[src/sv/ifpg_pkg.sv]
// ----------------------------------------------------------------------------
// ifpg_pkg: shared types, constants and functions of the fern point generator
// Holds the fixed-point format, the map coefficients, the controller to
// datapath command and status structs, and the fixed-point product.
// ----------------------------------------------------------------------------
package ifpg_pkg;

    // Fixed-point format of the stored point.
    localparam int FRAC_BITS   = 24;
    localparam int POINT_W     = 32;
    localparam int SCREEN_ROWS = 64;
    localparam int COORD_W     = 8;
    localparam int SEL_W       = 8;

    localparam logic [COORD_W-1:0] ROW_OFFSET = COORD_W'(SCREEN_ROWS / 2);

    // Selector thresholds between the four maps.
    localparam logic [SEL_W-1:0] SEL_STEM_LIMIT = 8'd2;
    localparam logic [SEL_W-1:0] SEL_MAIN_LIMIT = 8'd219;
    localparam logic [SEL_W-1:0] SEL_LEFT_LIMIT = 8'd237;

    // One in fixed point; constants are truncated toward zero, then negated.
    localparam longint unsigned FX_ONE = 64'd1 << FRAC_BITS;

    localparam logic signed [POINT_W-1:0] K_0P85 = POINT_W'((FX_ONE * 85) / 100);
    localparam logic signed [POINT_W-1:0] K_0P04 = POINT_W'((FX_ONE * 4) / 100);
    localparam logic signed [POINT_W-1:0] K_1P60 = POINT_W'((FX_ONE * 160) / 100);
    localparam logic signed [POINT_W-1:0] K_0P16 = POINT_W'((FX_ONE * 16) / 100);
    localparam logic signed [POINT_W-1:0] K_0P20 = POINT_W'((FX_ONE * 20) / 100);
    localparam logic signed [POINT_W-1:0] K_0P26 = POINT_W'((FX_ONE * 26) / 100);
    localparam logic signed [POINT_W-1:0] K_0P23 = POINT_W'((FX_ONE * 23) / 100);
    localparam logic signed [POINT_W-1:0] K_0P22 = POINT_W'((FX_ONE * 22) / 100);
    localparam logic signed [POINT_W-1:0] K_0P15 = POINT_W'((FX_ONE * 15) / 100);
    localparam logic signed [POINT_W-1:0] K_0P28 = POINT_W'((FX_ONE * 28) / 100);
    localparam logic signed [POINT_W-1:0] K_0P24 = POINT_W'((FX_ONE * 24) / 100);
    localparam logic signed [POINT_W-1:0] K_0P44 = POINT_W'((FX_ONE * 44) / 100);
    localparam logic signed [POINT_W-1:0] K_COL  = POINT_W'((FX_ONE * 96) / 10);
    localparam logic signed [POINT_W-1:0] K_ROW  = POINT_W'((FX_ONE * 128) / 10);

    // Coefficients of one affine map:
    // x' = kxx*x + kxy*y, y' = kyx*x + kyy*y + ofs.
    typedef struct packed {
        logic signed [POINT_W-1:0] kxx;
        logic signed [POINT_W-1:0] kxy;
        logic signed [POINT_W-1:0] kyx;
        logic signed [POINT_W-1:0] kyy;
        logic signed [POINT_W-1:0] ofs;
    } map_coef_t;

    // Which coefficient pair feeds the two multipliers.
    typedef enum logic [1:0] {
        COEF_MAP_X = 2'd0,
        COEF_MAP_Y = 2'd1,
        COEF_SCALE = 2'd2
    } coef_sel_t;

    typedef struct packed {
        logic      load_sel;   // capture the incoming selector byte
        logic      mul_en;     // register both products
        coef_sel_t coef_sel;   // coefficient pair for the multipliers
        logic      save_nx;    // hold the new x until y has been formed
        logic      upd_point;  // write the new point
        logic      load_out;   // move the scaled point into the output register
    } dp_cmd_t;

    typedef struct packed {
        logic out_stall;       // output register full and not being taken
    } dp_status_t;

    function automatic map_coef_t map_coef(input logic [SEL_W-1:0] sel);
        map_coef_t c;
        if (sel < SEL_STEM_LIMIT) begin
            c = '{kxx: '0, kxy: '0, kyx: '0, kyy: K_0P16, ofs: '0};
        end else if (sel < SEL_MAIN_LIMIT) begin
            c = '{kxx: K_0P85, kxy: K_0P04, kyx: -K_0P04, kyy: K_0P85, ofs: K_1P60};
        end else if (sel < SEL_LEFT_LIMIT) begin
            c = '{kxx: K_0P20, kxy: -K_0P26, kyx: K_0P23, kyy: K_0P22, ofs: K_1P60};
        end else begin
            c = '{kxx: -K_0P15, kxy: K_0P28, kyx: K_0P26, kyy: K_0P24, ofs: K_0P44};
        end
        return c;
    endfunction

    // Fixed-point product: full product, floor shift, low word kept.
    function automatic logic signed [POINT_W-1:0] fmul(
        input logic signed [POINT_W-1:0] k,
        input logic signed [POINT_W-1:0] a
    );
        logic signed [2*POINT_W-1:0] p;
        p = k * a;
        return POINT_W'(p >>> FRAC_BITS);
    endfunction

endpackage

[src/sv/ifs_fern_point_generator_top.sv]
// ----------------------------------------------------------------------------
// ifs_fern_point_generator_top: Barnsley fern point generator
// An accepted item goes through the map, point update and scaling steps;
// its point shows on m_tdata after the emit state, or later if the previous
// point is still waiting there. The block takes no new item until the
// sequencer has walked the two shared multipliers through those steps.
// The output register lets the next item start while a point waits.
// Reset (aresetn low, synchronous) clears the point to the origin and
// empties the output register.
// ----------------------------------------------------------------------------
module ifs_fern_point_generator_top (
    input  logic        aclk,
    input  logic        aresetn,
    // Input items: one random byte each.
    input  logic        s_tvalid,
    output logic        s_tready,
    input  logic [7:0]  s_tdata,     // [7:0] random_byte
    // Result items: one screen point per input item.
    output logic        m_tvalid,
    input  logic        m_tready,
    output logic [15:0] m_tdata      // [7:0] column, [15:8] row
);

    // The controller steps each item through its phases. The datapath holds
    // the point, two multipliers (one fed by x and one by y) and the output
    // register. Both multipliers are reused three times per item: for the
    // new x terms, for the new y terms, and for the screen scaling.
    ifpg_pkg::dp_cmd_t    cmd;
    ifpg_pkg::dp_status_t status;

    logic signed [ifpg_pkg::COORD_W-1:0] column;
    logic signed [ifpg_pkg::COORD_W-1:0] row;

    ifpg_ctrl u_ctrl (
        .aclk     (aclk),
        .aresetn  (aresetn),
        .s_tvalid (s_tvalid),
        .s_tready (s_tready),
        .status   (status),
        .cmd      (cmd)
    );

    ifpg_datapath u_datapath (
        .aclk        (aclk),
        .aresetn     (aresetn),
        .cmd         (cmd),
        .status      (status),
        .random_byte (s_tdata),
        .m_tready    (m_tready),
        .m_tvalid    (m_tvalid),
        .column      (column),
        .row         (row)
    );

    // Coordinates are raw two's complement; wrap-around is left for the
    // display to clip.
    assign m_tdata = {row, column};

endmodule

[src/sv/ifpg_ctrl.sv]
// ----------------------------------------------------------------------------
// ifpg_ctrl: sequencer of the fern point generator
// Steps one item through map products, point update, scaling and output.
// ----------------------------------------------------------------------------
module ifpg_ctrl (
    input  logic                aclk,
    input  logic                aresetn,
    input  logic                s_tvalid,
    output logic                s_tready,
    input  ifpg_pkg::dp_status_t status,
    output ifpg_pkg::dp_cmd_t    cmd
);

    typedef enum logic [5:0] {
        ST_IDLE  = 6'b000001,
        ST_MAP_X = 6'b000010,
        ST_MAP_Y = 6'b000100,
        ST_SUM_Y = 6'b001000,
        ST_SCALE = 6'b010000,
        ST_EMIT  = 6'b100000
    } state_t;

    state_t state_reg;
    state_t state_next;

    always_ff @(posedge aclk) begin
        if (!aresetn) begin
            state_reg <= ST_IDLE;
        end else begin
            state_reg <= state_next;
        end
    end

    always_comb begin
        state_next = state_reg;
        s_tready   = 1'b0;
        cmd        = '{coef_sel: ifpg_pkg::COEF_MAP_X, default: 1'b0};
        case (state_reg)
            ST_IDLE: begin
                s_tready     = 1'b1;
                cmd.load_sel = s_tvalid;
                if (s_tvalid) begin
                    state_next = ST_MAP_X;
                end
            end
            ST_MAP_X: begin
                cmd.mul_en   = 1'b1;
                cmd.coef_sel = ifpg_pkg::COEF_MAP_X;
                state_next   = ST_MAP_Y;
            end
            ST_MAP_Y: begin
                cmd.mul_en   = 1'b1;
                cmd.coef_sel = ifpg_pkg::COEF_MAP_Y;
                cmd.save_nx  = 1'b1;
                state_next   = ST_SUM_Y;
            end
            ST_SUM_Y: begin
                cmd.upd_point = 1'b1;
                state_next    = ST_SCALE;
            end
            ST_SCALE: begin
                cmd.mul_en   = 1'b1;
                cmd.coef_sel = ifpg_pkg::COEF_SCALE;
                state_next   = ST_EMIT;
            end
            ST_EMIT: begin
                if (!status.out_stall) begin
                    cmd.load_out = 1'b1;
                    state_next   = ST_IDLE;
                end
            end
            default: begin
                state_next = ST_IDLE;
            end
        endcase
    end

endmodule

[src/sv/ifpg_datapath.sv]
// ----------------------------------------------------------------------------
// ifpg_datapath: point registers, two multipliers and output register
// One multiplier always takes x and the other y; the coefficients change.
// ----------------------------------------------------------------------------
module ifpg_datapath (
    input  logic                                 aclk,
    input  logic                                 aresetn,
    input  ifpg_pkg::dp_cmd_t                    cmd,
    output ifpg_pkg::dp_status_t                 status,
    input  logic [ifpg_pkg::SEL_W-1:0]           random_byte,
    input  logic                                 m_tready,
    output logic                                 m_tvalid,
    output logic signed [ifpg_pkg::COORD_W-1:0]  column,
    output logic signed [ifpg_pkg::COORD_W-1:0]  row
);

    logic [ifpg_pkg::SEL_W-1:0]            sel_reg;
    logic signed [ifpg_pkg::POINT_W-1:0]   point_x_reg;
    logic signed [ifpg_pkg::POINT_W-1:0]   point_y_reg;
    logic signed [ifpg_pkg::POINT_W-1:0]   nx_reg;
    logic signed [ifpg_pkg::POINT_W-1:0]   prod_x_reg;
    logic signed [ifpg_pkg::POINT_W-1:0]   prod_y_reg;
    logic                                  out_valid_reg;
    logic                                  out_valid_next;
    logic signed [ifpg_pkg::COORD_W-1:0]   column_reg;
    logic signed [ifpg_pkg::COORD_W-1:0]   row_reg;

    ifpg_pkg::map_coef_t                   coef;
    logic signed [ifpg_pkg::POINT_W-1:0]   k_x;
    logic signed [ifpg_pkg::POINT_W-1:0]   k_y;
    logic signed [ifpg_pkg::POINT_W-1:0]   prod_sum;

    assign coef     = ifpg_pkg::map_coef(sel_reg);
    assign prod_sum = prod_x_reg + prod_y_reg;

    always_comb begin
        case (cmd.coef_sel)
            ifpg_pkg::COEF_MAP_X: begin
                k_x = coef.kxx;
                k_y = coef.kxy;
            end
            ifpg_pkg::COEF_MAP_Y: begin
                k_x = coef.kyx;
                k_y = coef.kyy;
            end
            ifpg_pkg::COEF_SCALE: begin
                k_x = ifpg_pkg::K_ROW;
                k_y = ifpg_pkg::K_COL;
            end
            default: begin
                k_x = '0;
                k_y = '0;
            end
        endcase
    end

    always_ff @(posedge aclk) begin
        if (cmd.load_sel) begin
            sel_reg <= random_byte;
        end
        if (cmd.mul_en) begin
            prod_x_reg <= ifpg_pkg::fmul(k_x, point_x_reg);
            prod_y_reg <= ifpg_pkg::fmul(k_y, point_y_reg);
        end
        if (cmd.save_nx) begin
            nx_reg <= prod_sum;
        end
        if (cmd.load_out) begin
            column_reg <= ifpg_pkg::COORD_W'(prod_y_reg >>> ifpg_pkg::FRAC_BITS);
            row_reg    <= ifpg_pkg::COORD_W'(prod_x_reg >>> ifpg_pkg::FRAC_BITS)
                          + ifpg_pkg::ROW_OFFSET;
        end
    end

    always_ff @(posedge aclk) begin
        if (!aresetn) begin
            point_x_reg <= '0;
            point_y_reg <= '0;
        end else if (cmd.upd_point) begin
            point_x_reg <= nx_reg;
            point_y_reg <= prod_sum + coef.ofs;
        end
    end

    always_comb begin
        out_valid_next = out_valid_reg;
        if (cmd.load_out) begin
            out_valid_next = 1'b1;
        end else if (m_tready) begin
            out_valid_next = 1'b0;
        end
    end

    always_ff @(posedge aclk) begin
        if (!aresetn) begin
            out_valid_reg <= 1'b0;
        end else begin
            out_valid_reg <= out_valid_next;
        end
    end

    assign status.out_stall = out_valid_reg && !m_tready;
    assign m_tvalid         = out_valid_reg;
    assign column           = column_reg;
    assign row              = row_reg;

endmodule

[config.mk]
export PLATFORM = sky130hd
export DESIGN_NAME = ifs_fern_point_generator_top
export DESIGN_NICKNAME = d
export VERILOG_FILES = /design/src/sv/ifpg_pkg.sv /design/src/sv/ifs_fern_point_generator_top.sv /design/src/sv/ifpg_ctrl.sv /design/src/sv/ifpg_datapath.sv
export SDC_FILE = /design/constraint.sdc
export NUM_CORES = 2
export LEC_CHECK = 0
export ABC_AREA = 0
export BUFFER_PORTS_ARGS = -buffer_cell sky130_fd_sc_hd__buf_4
export CELL_PAD_IN_SITES_DETAIL_PLACEMENT = 0
export CELL_PAD_IN_SITES_GLOBAL_PLACEMENT = 2
export CORE_ASPECT_RATIO = 1.5
export CORE_UTILIZATION = 40
export DETAILED_ROUTE_END_ITERATION = 10
export PLACE_DENSITY_LB_ADDON = 0.1
export SYNTH_ARGS = -nofsm -noshare
export SYNTH_HDL_FRONTEND = slang
export SYNTH_SLANG_ARGS = --single-unit
[constraint.sdc]
create_clock -name aclk -period 10.65 [get_ports aclk]
set_input_delay 1.065 -clock aclk [delete_from_list [all_inputs] [get_ports aclk]]
set_output_delay 1.065 -clock aclk [all_outputs]
set_load 0.02 [all_outputs]
==> impl_summary.log <==
INFO  metric run_status = complete, no violations
INFO  metric final-hold-violation-count = 0
INFO  metric number_of_flops_mapped_to_enable_cells_by_yosys = 120
INFO  metric crit_type = register to register
INFO  metric cts_max_path_buffers = 2
INFO  metric setup_violations = 0
INFO  metric num-nets-final = 9329
INFO  metric synth_area_per_cell = 9.68 sq um
INFO  metric synth-seq-area-share = 0.0729
INFO  metric finish.utilization = 0.428
INFO  metric clk_latency = 0.47 ns
INFO  metric p_int = 1.28 mW
INFO  metric combPwrFrac = 0.260
INFO  metric power_frac_seq = 0.398
INFO  metric power.share.switching = 0.374
INFO  metric drc = 0
INFO  metric synthDominantCellAreaShare = 0.539
INFO  metric synth-seq-cells = 191
INFO  metric start_kind = register
INFO  metric synth.net_count = 9392
INFO  metric yosysTopAreaCell = sky130_fd_sc_hd__fa_1
INFO  metric via_count_of_the_first_global_routing_pass = 54164
INFO  metric tightestPinTransition = 1.29 ns
INFO  metric power_frac_clock = 0.342
INFO  metric max_slew_vio_count = 0
INFO  metric maxSlewHeadroom = 0.136
INFO  metric htree_levels = 4
INFO  metric pnr_total_power = 2.04 mW
INFO  metric global_route_wire_length_before_repair = 343 mm
INFO  metric grt_remaining_overflow = 0
INFO  metric synthesis.instances = 7128
INFO  metric multi_input_area = 56000 sq um
INFO  metric cellLeakagePower = 38.0 nW
INFO  metric layout-area-overhead-vs-synth = 6.38%
INFO  metric grt_antenna_before_repair = 8
INFO  metric number_of_rows_in_the_core_area = 186
INFO  metric die_h = 511 um
INFO  metric clock.fmax = 0.0984 GHz
INFO  metric critPathMaxStageDelay = 0.53 ns
INFO  metric dr_total_vias = 46513
INFO  metric clk_root_buffer_cell = sky130_fd_sc_hd__clkbuf_16
INFO  metric synth_cell_type_count = 76
INFO  metric port_buffers = 29
INFO  metric drt.antenna.violating_nets = 0
INFO  metric finalClockSkew = 0.0162 ns
INFO  metric required = 10.87 ns
INFO  metric layout_worst_path_cycle_share = 0.954
INFO  metric cp-end-kind = register
INFO  metric drv.max_cap_violation_count = 0
INFO  metric min_delay_path_class = register to register
INFO  metric detail_route.vias_per_cell = 4.98
INFO  metric cts_tree = built
INFO  metric drive_gt1_frac = 0.0499
INFO  metric grt_start_max_net_pins = 65
INFO  metric filler_cell_count = 17160
INFO  metric worst_setup_hold_path_clk_slew = 0.09 ns
INFO  metric power.density_cell_area = 27.8 nW/um^2
INFO  metric io_pins = 30
INFO  metric worst-endpoint-arrival = 10.38 ns
INFO  metric floorplan.initialDensity = 0.403
INFO  metric routed_wire_length_per_instance = 23.9 um
INFO  metric drt-initial-drc-count = 2034
INFO  metric floorplan.die.width = 341 um
INFO  metric fin_crit = 10.16 ns
INFO  metric netlist_area = 69000 sq um
INFO  metric predominant_post_synthesis_flop_cell = sky130_fd_sc_hd__edfxtp_1
INFO  metric fp.coreArea = 171000 sq um
INFO  metric global_route.usage.total = 0.268
INFO  metric ir_worst_vdd = 0.000118 V
INFO  metric p_sw = 0.763 mW
INFO  metric postRouteWirelength = 223 mm
INFO  metric async_flop_share = 0
INFO  metric cts.sink_count = 191
INFO  metric timing.critical_path.fanout_max = 35
INFO  metric final-seq-area = 5030 sq um
INFO  metric yosys_warnings = 0
INFO  metric routabilityCongestion = 0.904
INFO  metric dieArea = 174000 sq um
INFO  metric synthTopCellsByArea = sky130_fd_sc_hd__fa_1, sky130_fd_sc_hd__inv_1, sky130_fd_sc_hd__ha_1
INFO  metric numCtsBuffers = 17
INFO  metric post-dp-hpwl = 194 mm
INFO  metric cts_hold_buffers = 0
INFO  metric register_to_register_setup_slack = 0.49 ns
INFO  metric drt_pass1_iterations = 7
INFO  metric worst_path_max_delay_cell = sky130_fd_sc_hd__fa_1
per-layer routing:
layer  vias up  routed length [um]  track usage
met1     25006               87200        0.319
li1      20555                   -            -
met2       713              123000        0.514
met5         -                  13            0
met4         2                7540       0.0853
met3       237                4910       0.0131
cells by family (layout without fill, tap and decap cells):
group | Yosys count | count (layout) | synth area share
AO/OA/AOI/OAI | 436 | 436 | 0.0411
XOR/XNOR | 161 | 161 | 0.0208
flip-flops | 191 | 191 | 0.0729
adder cells (fa/ha/maj) | 2252 | 2252 | 0.611
AND/OR/NAND/NOR | 1903 | 1903 | 0.136
other | 0 | 6 | 0
buffers and inverters | 2185 | 2135 | 0.119
timing repair:
action | in CTS | in global routing
gates cloned | 0 | 0
endpoints found under the hold margin | 0 | 0
pin swaps | 0 | 2
endpoints found under the setup margin | 15 | 33
resized for setup | 3 | 20
setup buffers | 0 | 5
power by group through the flow:
stage / sequential (mW) / combinational [mW] / clock [mW]
finish: 0.813 / 0.530 / 0.698
global placement: 0.829 / 0.527 / 0
detailed placement: 0.829 / 0.527 / 0
global route: 0.814 / 0.564 / 0.742
CTS: 0.812 / 0.530 / 0.720
floorplan: 0.826 / 0.279 / 0
cells in the final DEF (no fill, tap or decap), drive strengths merged, types with 64 or more instances in the layout:
master / instances
inv: 1878
dfxtp: 71
edfxtp: 120
a21o: 70
xnor2: 113
buf: 234
a21oi: 174
nor2: 140
ha: 394
nand2: 876
and2: 640
and3: 64
fa: 1858
final cells by class:
| cell class | count | share of cell area |
|---|---|---|
| multi-input cells | 4752 | 0.763 |
| well taps | 2256 | 0.0385 |
| flip-flops and latches | 191 | 0.0686 |
| clock buffers | 18 | 0.00614 |
| clock inverters | 14 | 0.00242 |
| inverters | 1869 | 0.0956 |
| diodes | 6 | 0.000205 |
| repair buffers | 234 | 0.0252 |
path summary, 6_finish.rpt:
| check | start | endpoint | depth (start not counted) |
|---|---|---|---|
| hold / removal | u_datapath.point_x_reg[16] | u_datapath.point_x_reg[16] | 2 |
| setup reg to reg | u_ctrl.state_reg[1] | u_datapath.prod_x_reg[31] | 40 |
| setup / recovery | u_ctrl.state_reg[1] | u_datapath.prod_x_reg[31] | 40 |
| hold reg to reg | u_datapath.point_x_reg[16] | u_datapath.point_x_reg[16] | 2 |
synthesized netlist by cell type, drive strengths merged, types with 3 or more instances:
| cell | number |
|---|---|
| a2111oi | 4 |
| a211o | 7 |
| a211oi | 19 |
| a21o | 70 |
| a21oi | 174 |
| a221oi | 3 |
| a22oi | 3 |
| a31o | 3 |
| a31oi | 16 |
| a41oi | 6 |
| and2 | 640 |
| and3 | 64 |
| and4 | 5 |
| buf | 8 |
| clkbuf | 308 |
| dfxtp | 71 |
| edfxtp | 120 |
| fa | 1858 |
| ha | 394 |
| inv | 1868 |
| nand2 | 876 |
| nand2b | 13 |
| nand3 | 36 |
| nand3b | 8 |
| nand4 | 20 |
| nor2 | 140 |
| nor2b | 31 |
| nor3 | 35 |
| nor3b | 3 |
| nor4 | 10 |
| o2111ai | 7 |
| o211ai | 8 |
| o21a | 16 |
| o21ai | 58 |
| o21bai | 12 |
| o221ai | 4 |
| o41ai | 7 |
| or2 | 4 |
| or3 | 10 |
| xnor2 | 113 |
| xor2 | 48 |
metrics by stage:
step | TNS, ns | hold slack [ns] | cell area (sq um) | std cells | worst slack, ns
after floorplan | 0 | 0.431 | 69000 | 7128 | 0.310
after global placement | -2.68 | 0.445 | 72600 | 9297 | -0.359
after detailed placement | -4.03 | 0.449 | 72600 | 9297 | -0.455
after CTS | 0 | 0.460 | 73200 | 9329 | 0.0287
after global routing | -0.00843 | 0.477 | 73400 | 9335 | -0.00843
final | 0 | 0.457 | 73400 | 9340 | 0.489
critical path, delay by kind of cell (launching register included):
family                     cells  cell delay, ns
buffers and inverters         13            1.62
xor gates and xnor gates       1            0.09
AOI/OAI and AO/OA              8            1.67
DFF                            1            0.35
and+or+nand+nor                8            1.54
adders and majority gates     10            4.60
Power figures use the tool's default switching activity.
